===== config.mk =====
export PLATFORM = sky130hd
export DESIGN_NAME = hysteresis_frequency_duty_meter
export DESIGN_NICKNAME = d
export VERILOG_FILES = /design/src/hw/rtl/hfdm_pkg.sv /design/src/hw/rtl/hysteresis_frequency_duty_meter.sv
export SDC_FILE = /design/constraint.sdc
export NUM_CORES = 2
export LEC_CHECK = 0
export ABC_AREA = 1
export BUFFER_PORTS_ARGS = -buffer_cell sky130_fd_sc_hd__buf_2
export CORE_MARGIN = 10
export CORE_UTILIZATION = 50
export CTS_BUF_LIST = sky130_fd_sc_hd__clkbuf_8
export DETAILED_ROUTE_END_ITERATION = 12
export PLACE_DENSITY = 0.73
export SLEW_MARGIN = 20
export SYNTH_ARGS = -nofsm -noshare
export SYNTH_HDL_FRONTEND = slang
export SYNTH_SLANG_ARGS = --single-unit

===== constraint.sdc =====
create_clock -name clock -period 26.2 [get_ports clock]
set_clock_uncertainty 0.05 [all_clocks]
set_input_delay 5.24 -clock clock [delete_from_list [all_inputs] [get_ports clock]]
set_output_delay 5.24 -clock clock [all_outputs]
set_load 0.05 [all_outputs]

===== src/hw/rtl/hfdm_pkg.sv =====
// Types and constants shared by the hysteresis frequency and duty meter.
package hfdm_pkg;

   localparam int TIME_W = 48;
   localparam int PERIOD_W = 32;
   localparam int FREQ_W = 30;
   localparam int DUTY_W = 14;
   localparam int COUNT_W = 32;
   localparam int PROD_W = PERIOD_W + DUTY_W;

   localparam logic [FREQ_W-1:0] MHZ_NUMERATOR = FREQ_W'(1000000000);
   localparam logic [DUTY_W-1:0] DUTY_FULL = DUTY_W'(10000);

   localparam logic [1:0] EDGE_NONE = 2'd0;
   localparam logic [1:0] EDGE_RISE = 2'd1;
   localparam logic [1:0] EDGE_FALL = 2'd2;

   localparam logic [1:0] REG_TRIGGER = 2'd0;
   localparam logic [1:0] REG_BAND = 2'd1;
   localparam logic [1:0] REG_ENABLE = 2'd2;

   localparam logic DIV_FREQ = 1'b0;
   localparam logic DIV_DUTY = 1'b1;

   typedef struct packed {
      logic                level_high;
      logic                rise_seen;
      logic [TIME_W-1:0]   last_rise_time;
      logic [PERIOD_W-1:0] period_store;
      logic [FREQ_W-1:0]   frequency_store;
      logic [PERIOD_W-1:0] pulse_store;
      logic [DUTY_W-1:0]   duty_store;
      logic [COUNT_W-1:0]  edge_counter;
   } chan_state_type;

   function automatic logic [PERIOD_W-1:0] sat32(input logic [TIME_W-1:0] v);
      logic [PERIOD_W-1:0] r;
      r = (v[TIME_W-1:PERIOD_W] != '0) ? '1 : v[PERIOD_W-1:0];
      return r;
   endfunction

endpackage


===== src/hw/rtl/hysteresis_frequency_duty_meter.sv =====
// Top level of the hysteresis frequency and duty meter with its per-channel state memory.
//
// Samples arrive on the req_ channel, one beat per sample, each tagged with a channel
// index and a microsecond timestamp. Every sample yields exactly one beat on the rsp_
// channel carrying that channel's current period, frequency, pulse width, duty cycle
// and edge count. Thresholds and the channel enable mask are set over the csr_ port.
// The block handles one sample at a time. A sample that needs no division passes from
// evaluation to the final step, and the next sample is accepted once the block is back
// in idle. A rising edge with a known previous rise runs 30 steps of the shared
// restoring divider before the final step; a falling edge that needs a duty division
// runs a multiply, a setup step and 14 divider steps before it.
// A finished result sits in an output register, and the next sample is accepted
// while it waits; if the receiver stalls, the following sample waits in its final
// step until the output register frees up. Reset clears the control and configuration
// registers, the valid bit of every channel entry and the output valid bit, and
// req_ready stays low while reset is high; the memory needs no clearing pass. Writing
// channel_enable wipes the state of every disabled channel.
module hysteresis_frequency_duty_meter
   import hfdm_pkg::*;
#(
   parameter int NUM_CHANNELS = 4,
   parameter int SAMPLE_BITS = 16
) (
   input  logic                   clock,
   input  logic                   reset,

   input  logic                   req_valid,
   output logic                   req_ready,
   input  logic [1:0]             req_channel_index,
   input  logic [SAMPLE_BITS-1:0] req_sample_value,
   input  logic [TIME_W-1:0]      req_time_us,

   output logic                   rsp_valid,
   input  logic                   rsp_ready,
   output logic [1:0]             rsp_out_channel,
   output logic                   rsp_channel_active,
   output logic [1:0]             rsp_edge_kind,
   output logic [PERIOD_W-1:0]    rsp_period_us,
   output logic [FREQ_W-1:0]      rsp_frequency_mhz,
   output logic [PERIOD_W-1:0]    rsp_pulse_width_us,
   output logic [DUTY_W-1:0]      rsp_duty_centipercent,
   output logic [COUNT_W-1:0]     rsp_edge_total,

   input  logic                   csr_psel,
   input  logic                   csr_penable,
   input  logic                   csr_pwrite,
   input  logic [3:0]             csr_paddr,
   input  logic [31:0]            csr_pwdata,
   output logic [31:0]            csr_prdata,
   output logic                   csr_pready
);

   localparam int MEM_DEPTH = (NUM_CHANNELS < 4) ? NUM_CHANNELS : 4;
   localparam int ADDR_W = (MEM_DEPTH > 1) ? $clog2(MEM_DEPTH) : 1;
   localparam int CMP_W = ((SAMPLE_BITS > 16) ? SAMPLE_BITS : 16) + 2;
   localparam int DCNT_W = $clog2(FREQ_W + 1);

   localparam logic [2:0] S_IDLE = 3'd0;
   localparam logic [2:0] S_EVAL = 3'd1;
   localparam logic [2:0] S_MUL = 3'd2;
   localparam logic [2:0] S_DIV = 3'd3;
   localparam logic [2:0] S_FIN = 3'd4;

   // Configuration registers.
   logic signed [15:0] trig_ff;
   logic [13:0]        band_ff;
   logic [3:0]         enable_ff;
   logic               csr_wr;

   // Control.
   logic [2:0]         state_ff, state_in;
   logic               req_accept;
   logic               active_ff, active_in;
   logic [1:0]         edge_ff, edge_in;

   // Sample holding registers.
   logic [1:0]                    ch_ff;
   logic signed [SAMPLE_BITS-1:0] sample_ff;
   logic [TIME_W-1:0]             time_ff;

   // State memory and entry valid bits.
   chan_state_type     chan_mem [MEM_DEPTH];
   chan_state_type     rd_data_ff;
   logic               rd_valid_ff;
   logic [MEM_DEPTH-1:0] valid_ff;
   logic [ADDR_W-1:0]  req_addr;
   logic [ADDR_W-1:0]  ch_addr;
   logic               mem_wr;

   // Working copy of the entry under update.
   chan_state_type     work_ff, work_in;
   logic [PERIOD_W-1:0] wid_ff, wid_in;
   logic [PROD_W-1:0]  prod_ff, prod_in;

   // Shared restoring divider.
   logic [TIME_W-1:0]  div_rem_ff, div_rem_in;
   logic [FREQ_W-1:0]  div_num_ff, div_num_in;
   logic [TIME_W-1:0]  div_den_ff, div_den_in;
   logic [FREQ_W-1:0]  div_quo_ff, div_quo_in;
   logic [DCNT_W-1:0]  div_cnt_ff, div_cnt_in;
   logic               div_kind_ff, div_kind_in;
   logic [TIME_W:0]    div_trial;
   logic [TIME_W:0]    div_sub;
   logic               div_ge;
   logic [FREQ_W-1:0]  div_quo_next;

   // Output register.
   logic               rsp_valid_ff, rsp_valid_in;
   logic               rsp_load;
   logic [1:0]         rsp_ch_ff;
   logic               rsp_active_ff;
   logic [1:0]         rsp_edge_ff;
   chan_state_type     rsp_state_ff;

   // Evaluation temporaries.
   chan_state_type     cur;
   logic signed [CMP_W-1:0] s_ext, upper, lower;
   logic               now_high;
   logic               time_gt;
   logic               time_ge;
   logic [TIME_W-1:0]  time_diff;
   logic [TIME_W-1:0]  width_full;
   logic               req_active;

   assign csr_pready = 1'b1;
   assign csr_wr = csr_psel & csr_penable & csr_pwrite & csr_pready;

   always_comb begin
      case (csr_paddr[3:2])
         REG_TRIGGER: csr_prdata = {{16{trig_ff[15]}}, trig_ff};
         REG_BAND:    csr_prdata = {18'd0, band_ff};
         REG_ENABLE:  csr_prdata = {28'd0, enable_ff};
         default:     csr_prdata = '0;
      endcase
   end

   assign req_ready = (state_ff == S_IDLE) && !reset;
   assign req_accept = req_valid & req_ready;
   assign req_addr = ADDR_W'(req_channel_index);
   assign ch_addr = ADDR_W'(ch_ff);
   assign req_active = (int'(req_channel_index) < MEM_DEPTH) && enable_ff[req_channel_index];

   assign rsp_load = (state_ff == S_FIN) && (!rsp_valid_ff || rsp_ready);
   assign mem_wr = rsp_load && active_ff;

   assign cur = rd_valid_ff ? rd_data_ff : '0;
   assign s_ext = CMP_W'(sample_ff);
   assign upper = CMP_W'(trig_ff) + CMP_W'(signed'({1'b0, band_ff}));
   assign lower = CMP_W'(trig_ff) - CMP_W'(signed'({1'b0, band_ff}));
   assign now_high = cur.level_high ? !(s_ext < lower) : (s_ext > upper);
   assign time_gt = time_ff > cur.last_rise_time;
   assign time_ge = time_ff >= cur.last_rise_time;
   assign time_diff = time_ff - cur.last_rise_time;
   assign width_full = time_ge ? time_diff : '0;

   assign div_trial = {div_rem_ff, div_num_ff[FREQ_W-1]};
   assign div_sub = div_trial - {1'b0, div_den_ff};
   assign div_ge = div_trial >= {1'b0, div_den_ff};
   assign div_quo_next = {div_quo_ff[FREQ_W-2:0], div_ge};

   always_comb begin
      state_in = state_ff;
      active_in = active_ff;
      edge_in = edge_ff;
      work_in = work_ff;
      wid_in = wid_ff;
      prod_in = prod_ff;
      div_rem_in = div_rem_ff;
      div_num_in = div_num_ff;
      div_den_in = div_den_ff;
      div_quo_in = div_quo_ff;
      div_cnt_in = div_cnt_ff;
      div_kind_in = div_kind_ff;
      rsp_valid_in = rsp_valid_ff;
      if (rsp_ready) begin
         rsp_valid_in = 1'b0;
      end
      case (state_ff)
         S_IDLE: begin
            if (req_accept) begin
               active_in = req_active;
               state_in = S_EVAL;
            end
         end
         S_EVAL: begin
            work_in = cur;
            work_in.level_high = now_high;
            edge_in = EDGE_NONE;
            state_in = S_FIN;
            if (!active_ff) begin
               work_in = '0;
            end else if (now_high && !cur.level_high) begin
               edge_in = EDGE_RISE;
               if (cur.rise_seen && time_gt) begin
                  work_in.period_store = sat32(time_diff);
                  div_rem_in = '0;
                  div_num_in = MHZ_NUMERATOR;
                  div_den_in = time_diff;
                  div_quo_in = '0;
                  div_cnt_in = DCNT_W'(FREQ_W);
                  div_kind_in = DIV_FREQ;
                  state_in = S_DIV;
               end
               work_in.last_rise_time = time_ff;
               work_in.rise_seen = 1'b1;
               work_in.edge_counter = cur.edge_counter + 1'b1;
            end else if (!now_high && cur.level_high) begin
               edge_in = EDGE_FALL;
               if (cur.rise_seen) begin
                  work_in.pulse_store = sat32(width_full);
                  if (cur.period_store != '0) begin
                     if (width_full >= {{(TIME_W-PERIOD_W){1'b0}}, cur.period_store}) begin
                        work_in.duty_store = DUTY_FULL;
                     end else begin
                        wid_in = width_full[PERIOD_W-1:0];
                        state_in = S_MUL;
                     end
                  end
               end
               work_in.edge_counter = cur.edge_counter + 1'b1;
            end
         end
         S_MUL: begin
            prod_in = PROD_W'(wid_ff) * PROD_W'(DUTY_FULL);
            state_in = S_DIV;
         end
         S_DIV: begin
            if (div_cnt_ff == '0) begin
               // Duty division: the quotient stays below 2^14, so the upper
               // product bits already form a remainder below the divisor.
               div_rem_in = TIME_W'(prod_ff[PROD_W-1:DUTY_W]);
               div_num_in = {prod_ff[DUTY_W-1:0], {(FREQ_W-DUTY_W){1'b0}}};
               div_den_in = TIME_W'(work_ff.period_store);
               div_quo_in = '0;
               div_cnt_in = DCNT_W'(DUTY_W);
               div_kind_in = DIV_DUTY;
            end else begin
               div_rem_in = div_ge ? div_sub[TIME_W-1:0] : div_trial[TIME_W-1:0];
               div_num_in = {div_num_ff[FREQ_W-2:0], 1'b0};
               div_quo_in = div_quo_next;
               div_cnt_in = div_cnt_ff - 1'b1;
               if (div_cnt_ff == DCNT_W'(1)) begin
                  if (div_kind_ff == DIV_FREQ) begin
                     work_in.frequency_store = div_quo_next;
                  end else begin
                     work_in.duty_store = div_quo_next[DUTY_W-1:0];
                  end
                  state_in = S_FIN;
               end
            end
         end
         S_FIN: begin
            if (rsp_load) begin
               rsp_valid_in = 1'b1;
               state_in = S_IDLE;
            end
         end
         default: begin
            state_in = S_IDLE;
         end
      endcase
   end

   always_ff @(posedge clock) begin
      if (reset) begin
         state_ff <= S_IDLE;
         active_ff <= 1'b0;
         rsp_valid_ff <= 1'b0;
         valid_ff <= '0;
         trig_ff <= '0;
         band_ff <= '0;
         enable_ff <= '0;
         div_cnt_ff <= '0;
      end else begin
         state_ff <= state_in;
         active_ff <= active_in;
         rsp_valid_ff <= rsp_valid_in;
         div_cnt_ff <= div_cnt_in;
         if (mem_wr) begin
            valid_ff[ch_addr] <= 1'b1;
         end
         if (csr_wr) begin
            case (csr_paddr[3:2])
               REG_TRIGGER: trig_ff <= signed'(csr_pwdata[15:0]);
               REG_BAND:    band_ff <= csr_pwdata[13:0];
               REG_ENABLE: begin
                  enable_ff <= csr_pwdata[3:0];
                  for (int c = 0; c < MEM_DEPTH; c++) begin
                     if (!csr_pwdata[c]) begin
                        valid_ff[c] <= 1'b0;
                     end
                  end
               end
               default: begin
               end
            endcase
         end
      end
   end

   always_ff @(posedge clock) begin
      edge_ff <= edge_in;
      work_ff <= work_in;
      wid_ff <= wid_in;
      prod_ff <= prod_in;
      div_rem_ff <= div_rem_in;
      div_num_ff <= div_num_in;
      div_den_ff <= div_den_in;
      div_quo_ff <= div_quo_in;
      div_kind_ff <= div_kind_in;
      if (req_accept) begin
         ch_ff <= req_channel_index;
         sample_ff <= signed'(req_sample_value);
         time_ff <= req_time_us;
      end
      if (rsp_load) begin
         rsp_ch_ff <= ch_ff;
         rsp_active_ff <= active_ff;
         rsp_edge_ff <= active_ff ? edge_ff : EDGE_NONE;
         rsp_state_ff <= work_ff;
      end
   end

   always_ff @(posedge clock) begin
      if (req_accept) begin
         rd_data_ff <= chan_mem[req_addr];
         rd_valid_ff <= valid_ff[req_addr];
      end
      if (mem_wr) begin
         chan_mem[ch_addr] <= work_ff;
      end
   end

   assign rsp_valid = rsp_valid_ff;
   assign rsp_out_channel = rsp_ch_ff;
   assign rsp_channel_active = rsp_active_ff;
   assign rsp_edge_kind = rsp_edge_ff;
   assign rsp_period_us = rsp_state_ff.period_store;
   assign rsp_frequency_mhz = rsp_state_ff.frequency_store;
   assign rsp_pulse_width_us = rsp_state_ff.pulse_store;
   assign rsp_duty_centipercent = rsp_state_ff.duty_store;
   assign rsp_edge_total = rsp_state_ff.edge_counter;

endmodule

Word level (Yosys, flattened, before mapping)
Memories as Yosys holds them, arrays and structs flattened. A register that Yosys moved wholly into a read port is not among the register bits.
Cells that the tools add are included.
Operators by class
  add/sub/neg operators: 6
  $mul: 1
  divide/modulo/power cells: 0
  $lt $le $gt $ge: 9
  equal/unequal tests: 17
  shifts and indexed selects: 0
  mux-type cells: 87
  bitwise gates (word level): 7
  reduce and logical (&&, ||, !) cells: 31
Operators by type and width (count)
  48-bit two-way mux: 10
  30-bit two-way mux: 8
  48-bit case mux with 2 select lines: 2
  190-bit two-way mux: 1
  46-bit two-way mux: 3
  32-bit two-way mux: 4
  30-bit case mux with 2 select lines: 2
  29-bit two-way mux: 4
  32-bit case mux with 3 select lines: 1
  48-bit subtractor: 2
  81-bit two-way mux: 1
  78-bit two-way mux: 1
  14-bit two-way mux: 5
  29-bit case mux with 2 select lines: 1
  49-bit by 48-bit >= comparator with 1-bit output: 1
  48-bit by 32-bit >= comparator with 1-bit output: 1
  48-bit >= comparator: 1
  48-bit > comparator: 1
  32-bit by 10-bit multiplier with 42-bit output, second input constant: 1
  3-bit two-way mux: 11
  32-bit by 1-bit adder with 32-bit output, second input constant: 1
  16-bit nonzero test: 2
  32-bit nonzero test: 1
  14-bit case mux with 2 select lines: 1
  other kinds (38): 92
Word-level totals
  register bits after elaboration: 682
  latch bits: 0
  memory bits (writable): 760
  bits in read-only memories: 0
  logic and storage cells: 196
  memories kept: 1
Memories
  chan_mem: depth 4, width 190, rd ports 1, clocked after Yosys merged registers in 1, write ports 1, line hysteresis_frequency_duty_meter.sv:82  | chan_state_type chan_mem [MEM_DEPTH];

Depth between registers and ports, before layout
  word-level depth: 11
  mapped depth: 42
  depth with buffers taken out: 35

Worst setup path after synthesis
OpenSTA, ideal clock, no wires.
  kind: in2reg
  from: in rsp_ready
  to: mem chan_mem[1][0] (netlist bit), enable pin
  data arrival time: 25.206 ns
  data required time: 25.175 ns
  path slack: -0.031 ns
  stages on the path: 6
  cells stage by stage: inv_1 > nand2_1 > inv_1 > nor2_1 > nand2_1 > nor3_1
Between the ends
  cells in the longest elaborated chain, start to end: 5
RTL lines
  start: declaration: line hysteresis_frequency_duty_meter.sv:34  | input logic rsp_ready,
  1-bit logical OR: line hysteresis_frequency_duty_meter.sv:143  | assign rsp_load = (state_ff == S_FIN) && (!rsp_valid_ff || rsp_ready);
  1-bit logical AND: line hysteresis_frequency_duty_meter.sv:143
  via rsp_load: line hysteresis_frequency_duty_meter.sv:109  | logic rsp_load;
  1-bit logical AND: line hysteresis_frequency_duty_meter.sv:144  | assign mem_wr = rsp_load && active_ff;
  1-bit two-way mux: line hysteresis_frequency_duty_meter.sv:329  | if (mem_wr) begin
  1-bit two-way mux (not written as such): line hysteresis_frequency_duty_meter.sv:330  | chan_mem[ch_addr] <= work_ff;
  end: declaration: line hysteresis_frequency_duty_meter.sv:82
The timed path passes the listed nets, and every way through them passes these cells.

Worst setup path after layout
  from: in csr_paddr[3]
  to: out csr_prdata[16]
Between the ends
  cells in the longest elaborated chain, start to end: 2
  elaborated cells between the ends (all ways): 4
  classes of those cells: 2 x eq/ne; 1 x mux; 1 x reduce/logical
RTL lines
  start: declaration: line hysteresis_frequency_duty_meter.sv:47  | input logic [3:0] csr_paddr,
  2-bit == test, or another cell as far along: line hysteresis_frequency_duty_meter.sv:129  | case (csr_paddr[3:2])
  32-bit case mux with 3 select lines (*): line hysteresis_frequency_duty_meter.sv:129
  end: declaration: line hysteresis_frequency_duty_meter.sv:49  | output logic [31:0] csr_prdata,
Mark *: on every way between the ends. The rest lies on a longest branch, timed or not.

==> results_dict.tcl <==
set metrics [dict create \
    outcome "finished clean" \
    ys_warn_count 0 \
    syn_to_final_growth_pct 11.11 \
    crit_slowest_cell "nor2_1" \
    yosysMostFrequentCell "edfxtp_1" \
    cts_resized 0 \
    power_w 0.005548 \
    place_inst 8923 \
    cp_cell_sequence "buf_2 > nor2_1 > inv_1 > nor2_1 > buf_2" \
    avgSynthCellArea_sq_um 11.07 \
    fillers 12400 \
    numCtsBuffers 281 \
    die_w_um 409.1 \
    ant_nets 0 \
    cts_buffer_depth 4 \
    ys_seq_elements 1623 \
    dr.pass1.iters 7 \
    drv_cap 0 \
    synth_ff_type "edfxtp_1" \
    synth_edf_count 1575 \
    drv_slew 0 \
    synthTopCellsByCount "edfxtp_1 (1575), nand2_1 (1110), inv_1 (852)" \
    io_pins 289 \
    antenna_found_initial 13 \
    grtUsageTotal_pct 23.24 \
    initialDrtViolationCount 5704 \
    finalCriticalPeriod_ns 12.71 \
    clk_pin_slew_worst_paths_ns 0.06 \
    fin_cells 9400 \
    ctsHoldBuffers 0 \
    syn_area_sq_mm 0.07571 \
    avgRoutedWirePerCell_um 21.25 \
    post-dp-hpwl_um 131300 \
    crit_path_start_kind "input port" \
    max_freq_mhz 78.65 \
    maxSlewHeadroom_pct 26.12 \
    required_ns 20.91 \
    nets 7696 \
    synth_top_area_share_pct 62.47 \
    finalCritPeriodShare_pct 48.53 \
    yosys.area.top_type "edfxtp_1" \
    worst_pin_slew_ns 1.108 \
    power_density_mw_per_mm2 65.96 \
    drt-vias-per-instance 5.567 \
    grt.overflow.total 0 \
    grt_pass1_wl_um 303300 \
    grt_util_met2_pct 35.74 \
    crit_path_max_fanout 17 \
    hold_class "flip-flop to flip-flop" \
    critical-path-max-stage-delay_ns 0.72 \
    synth.net_count 7343 \
    path_class "input port to output pin" \
    peakVddDrop_mv 0.05244 \
    die_y_um 409.1 \
    synthTopCellsByArea "edfxtp_1 (62%), nand2_1 (5.5%), ha_1 (5.1%), o21ai_0 (4.8%), inv_1 (4.2%)" \
    met1_usage_pct 32.68 \
    rsz0062_at_grt "no" \
    core_area_sq_mm 0.1501 \
    fin_area_sq_mm 0.08411 \
    fp.dieArea_sq_mm 0.1674 \
    async_reset_ff_share_pct 0 \
    synthCells 6837 \
    drt_wl_total_um 199800 \
    placed_cell_area_sq_mm 0.07911 \
    critical_path_buf_inv_count 3 \
    grt_max_degree 173 \
    setup-violations-final 0 \
    gp_congestion 0.9387 \
    cp.arrival_ns 7.42 \
    yosysSeqAreaShare_pct 63.74 \
    grt_pass1_vias 51330 \
    cts_tree "built" \
    endpoint_kind "output pin" \
    use_met3_pct 4.009 \
    num_rows 142 \
    clock-sinks 1623 \
    drive_gt1_share_pct 10.71 \
    initial_core_util_pct 50.43 \
    postCtsSetupRepairBufs 0 \
    drc_errors 0 \
    clk-insertion-delay-late_ns 0.98 \
    port_buffers 269 \
    synth_cell_types 53 \
    htree_levels 5 \
    ctsRootBufferMaster "clkbuf_8" \
    final-hold-violation-count 0 \
    p_leak_nw 33.00 \
    route.vias.total 52330 \
    crit_family "simple AND/OR/NAND/NOR gates" \
    grt_busiest_layer "met2" \
]
[sequential cells by signal (all words and copies together), names as in the netlist, 5 cells and up]
register,flops
band_ff,14
chan_mem,760
div_cnt_ff,5
div_den_ff,48
div_num_ff,21
div_quo_ff,29
div_rem_ff,48
prod_ff,42
rd_data_ff,190
rsp_duty_centipercent,14
rsp_edge_total,32
rsp_frequency_mhz,30
rsp_period_us,32
rsp_pulse_width_us,32
sample_ff,16
time_ff,48
trig_ff,16
wid_ff,32
work_ff,190
[worst reg2reg max path: cells and delay by family, from the launching register on]
kind                     cells  cell delay [ns]
AO/OA/AOI/OAI                2             0.25
adder cells (fa/ha/maj)      2             0.80
buffers and inverters        8             3.26
AND/OR/NAND/NOR             22             2.77
flip-flops                   1             0.32
[cell type report]
| class | instances | area (sq um) | area share (%) |
|---|---|---|---|
| Timing Repair Buffer | 324 | 1838 | 2.185 |
| Clock inverter | 182 | 1020 | 1.212 |
| Inverter | 879 | 3323 | 3.951 |
| Sequential cell | 1623 | 48260 | 57.37 |
| Multi-Input combinational cell | 4081 | 23170 | 27.55 |
| Antenna cell | 7 | 17.52 | 0.02083 |
| Clock buffer | 288 | 3964 | 4.712 |
| Tap cell | 2016 | 2522 | 2.999 |
[layer usage]
metal	part of all wire (%)	vias to the layer above
met5	0.087	-
met4	3.9	4
met3	8.9	420
met2	45	2489
met1	42	25140
li1	-	24280
[report_power, final]
part / internal (W) / switching (W)
clock: 0.00111 / 0.00100
combinational: 0.000118 / 0.000345
sequential: 0.00292 / 0.0000464
total: 0.00416 / 0.00139
[logic make-up (layout without fill, tap and decap cells)]
group / Yosys count / in the layout / share of synthesized area, %
xor gates and xnor gates: 134 / 134 / 1.550
and+or+nand+nor: 2167 / 2167 / 11.71
AOI/OAI and AO/OA: 1382 / 1382 / 9.802
buffers and inverters: 1133 / 1673 / 5.770
DFF: 1623 / 1623 / 63.74
adders and majority gates: 397 / 397 / 7.424
other: 1 / 8 / 0.004953
[path summary, 6_finish.rpt]
kind	from	end	slack, ns	cells past startpoint
setup reg to reg	rd_valid_ff$_DFFE_PP_	wid_ff[8]$_DFFE_PP_	18.38	34
hold / removal	work_ff[188]$_SDFFCE_PN0N_	chan_mem[3][188]$_DFFE_PP_	0.40	0
setup / recovery	csr_paddr[3]	csr_prdata[16]	13.49	5
hold reg to reg	work_ff[188]$_SDFFCE_PN0N_	chan_mem[3][188]$_DFFE_PP_	0.40	0
[placed cells by master, fill, tap and decap left out, drive strengths merged, types with 45 or more instances in the layout]
cell type,netlist,final
ha,310,310
o22ai,191,191
fa,87,87
clkbuf,206,288
edfxtp,1575,1575
o21ai,759,759
xnor2,45,45
dfxtp,48,48
nand2,1150,1150
xor2,89,89
a21oi,332,332
buf,48,324
clkinv,6,90
nor2,719,719
nand4,49,49
nand3,155,155
nor3,61,61
inv,873,956
[through the flow]
step | setup TNS [ns] | utilization (%) | hold WS (ns) | worst slack [ns]
finish | 0 | 56.03 | 0.4007 | 13.49
global route | 0 | 56.02 | 0.4146 | 13.10
CTS | 0 | 56.01 | 0.4061 | 13.51
detailed placement | 0 | 52.70 | 0.4116 | 13.51
global placement | 0 | 52.70 | 0.4010 | 13.62
floorplan | -23.09 | - | 0.3564 | -0.03106
Note: power is estimated with default switching activity, not from simulation.
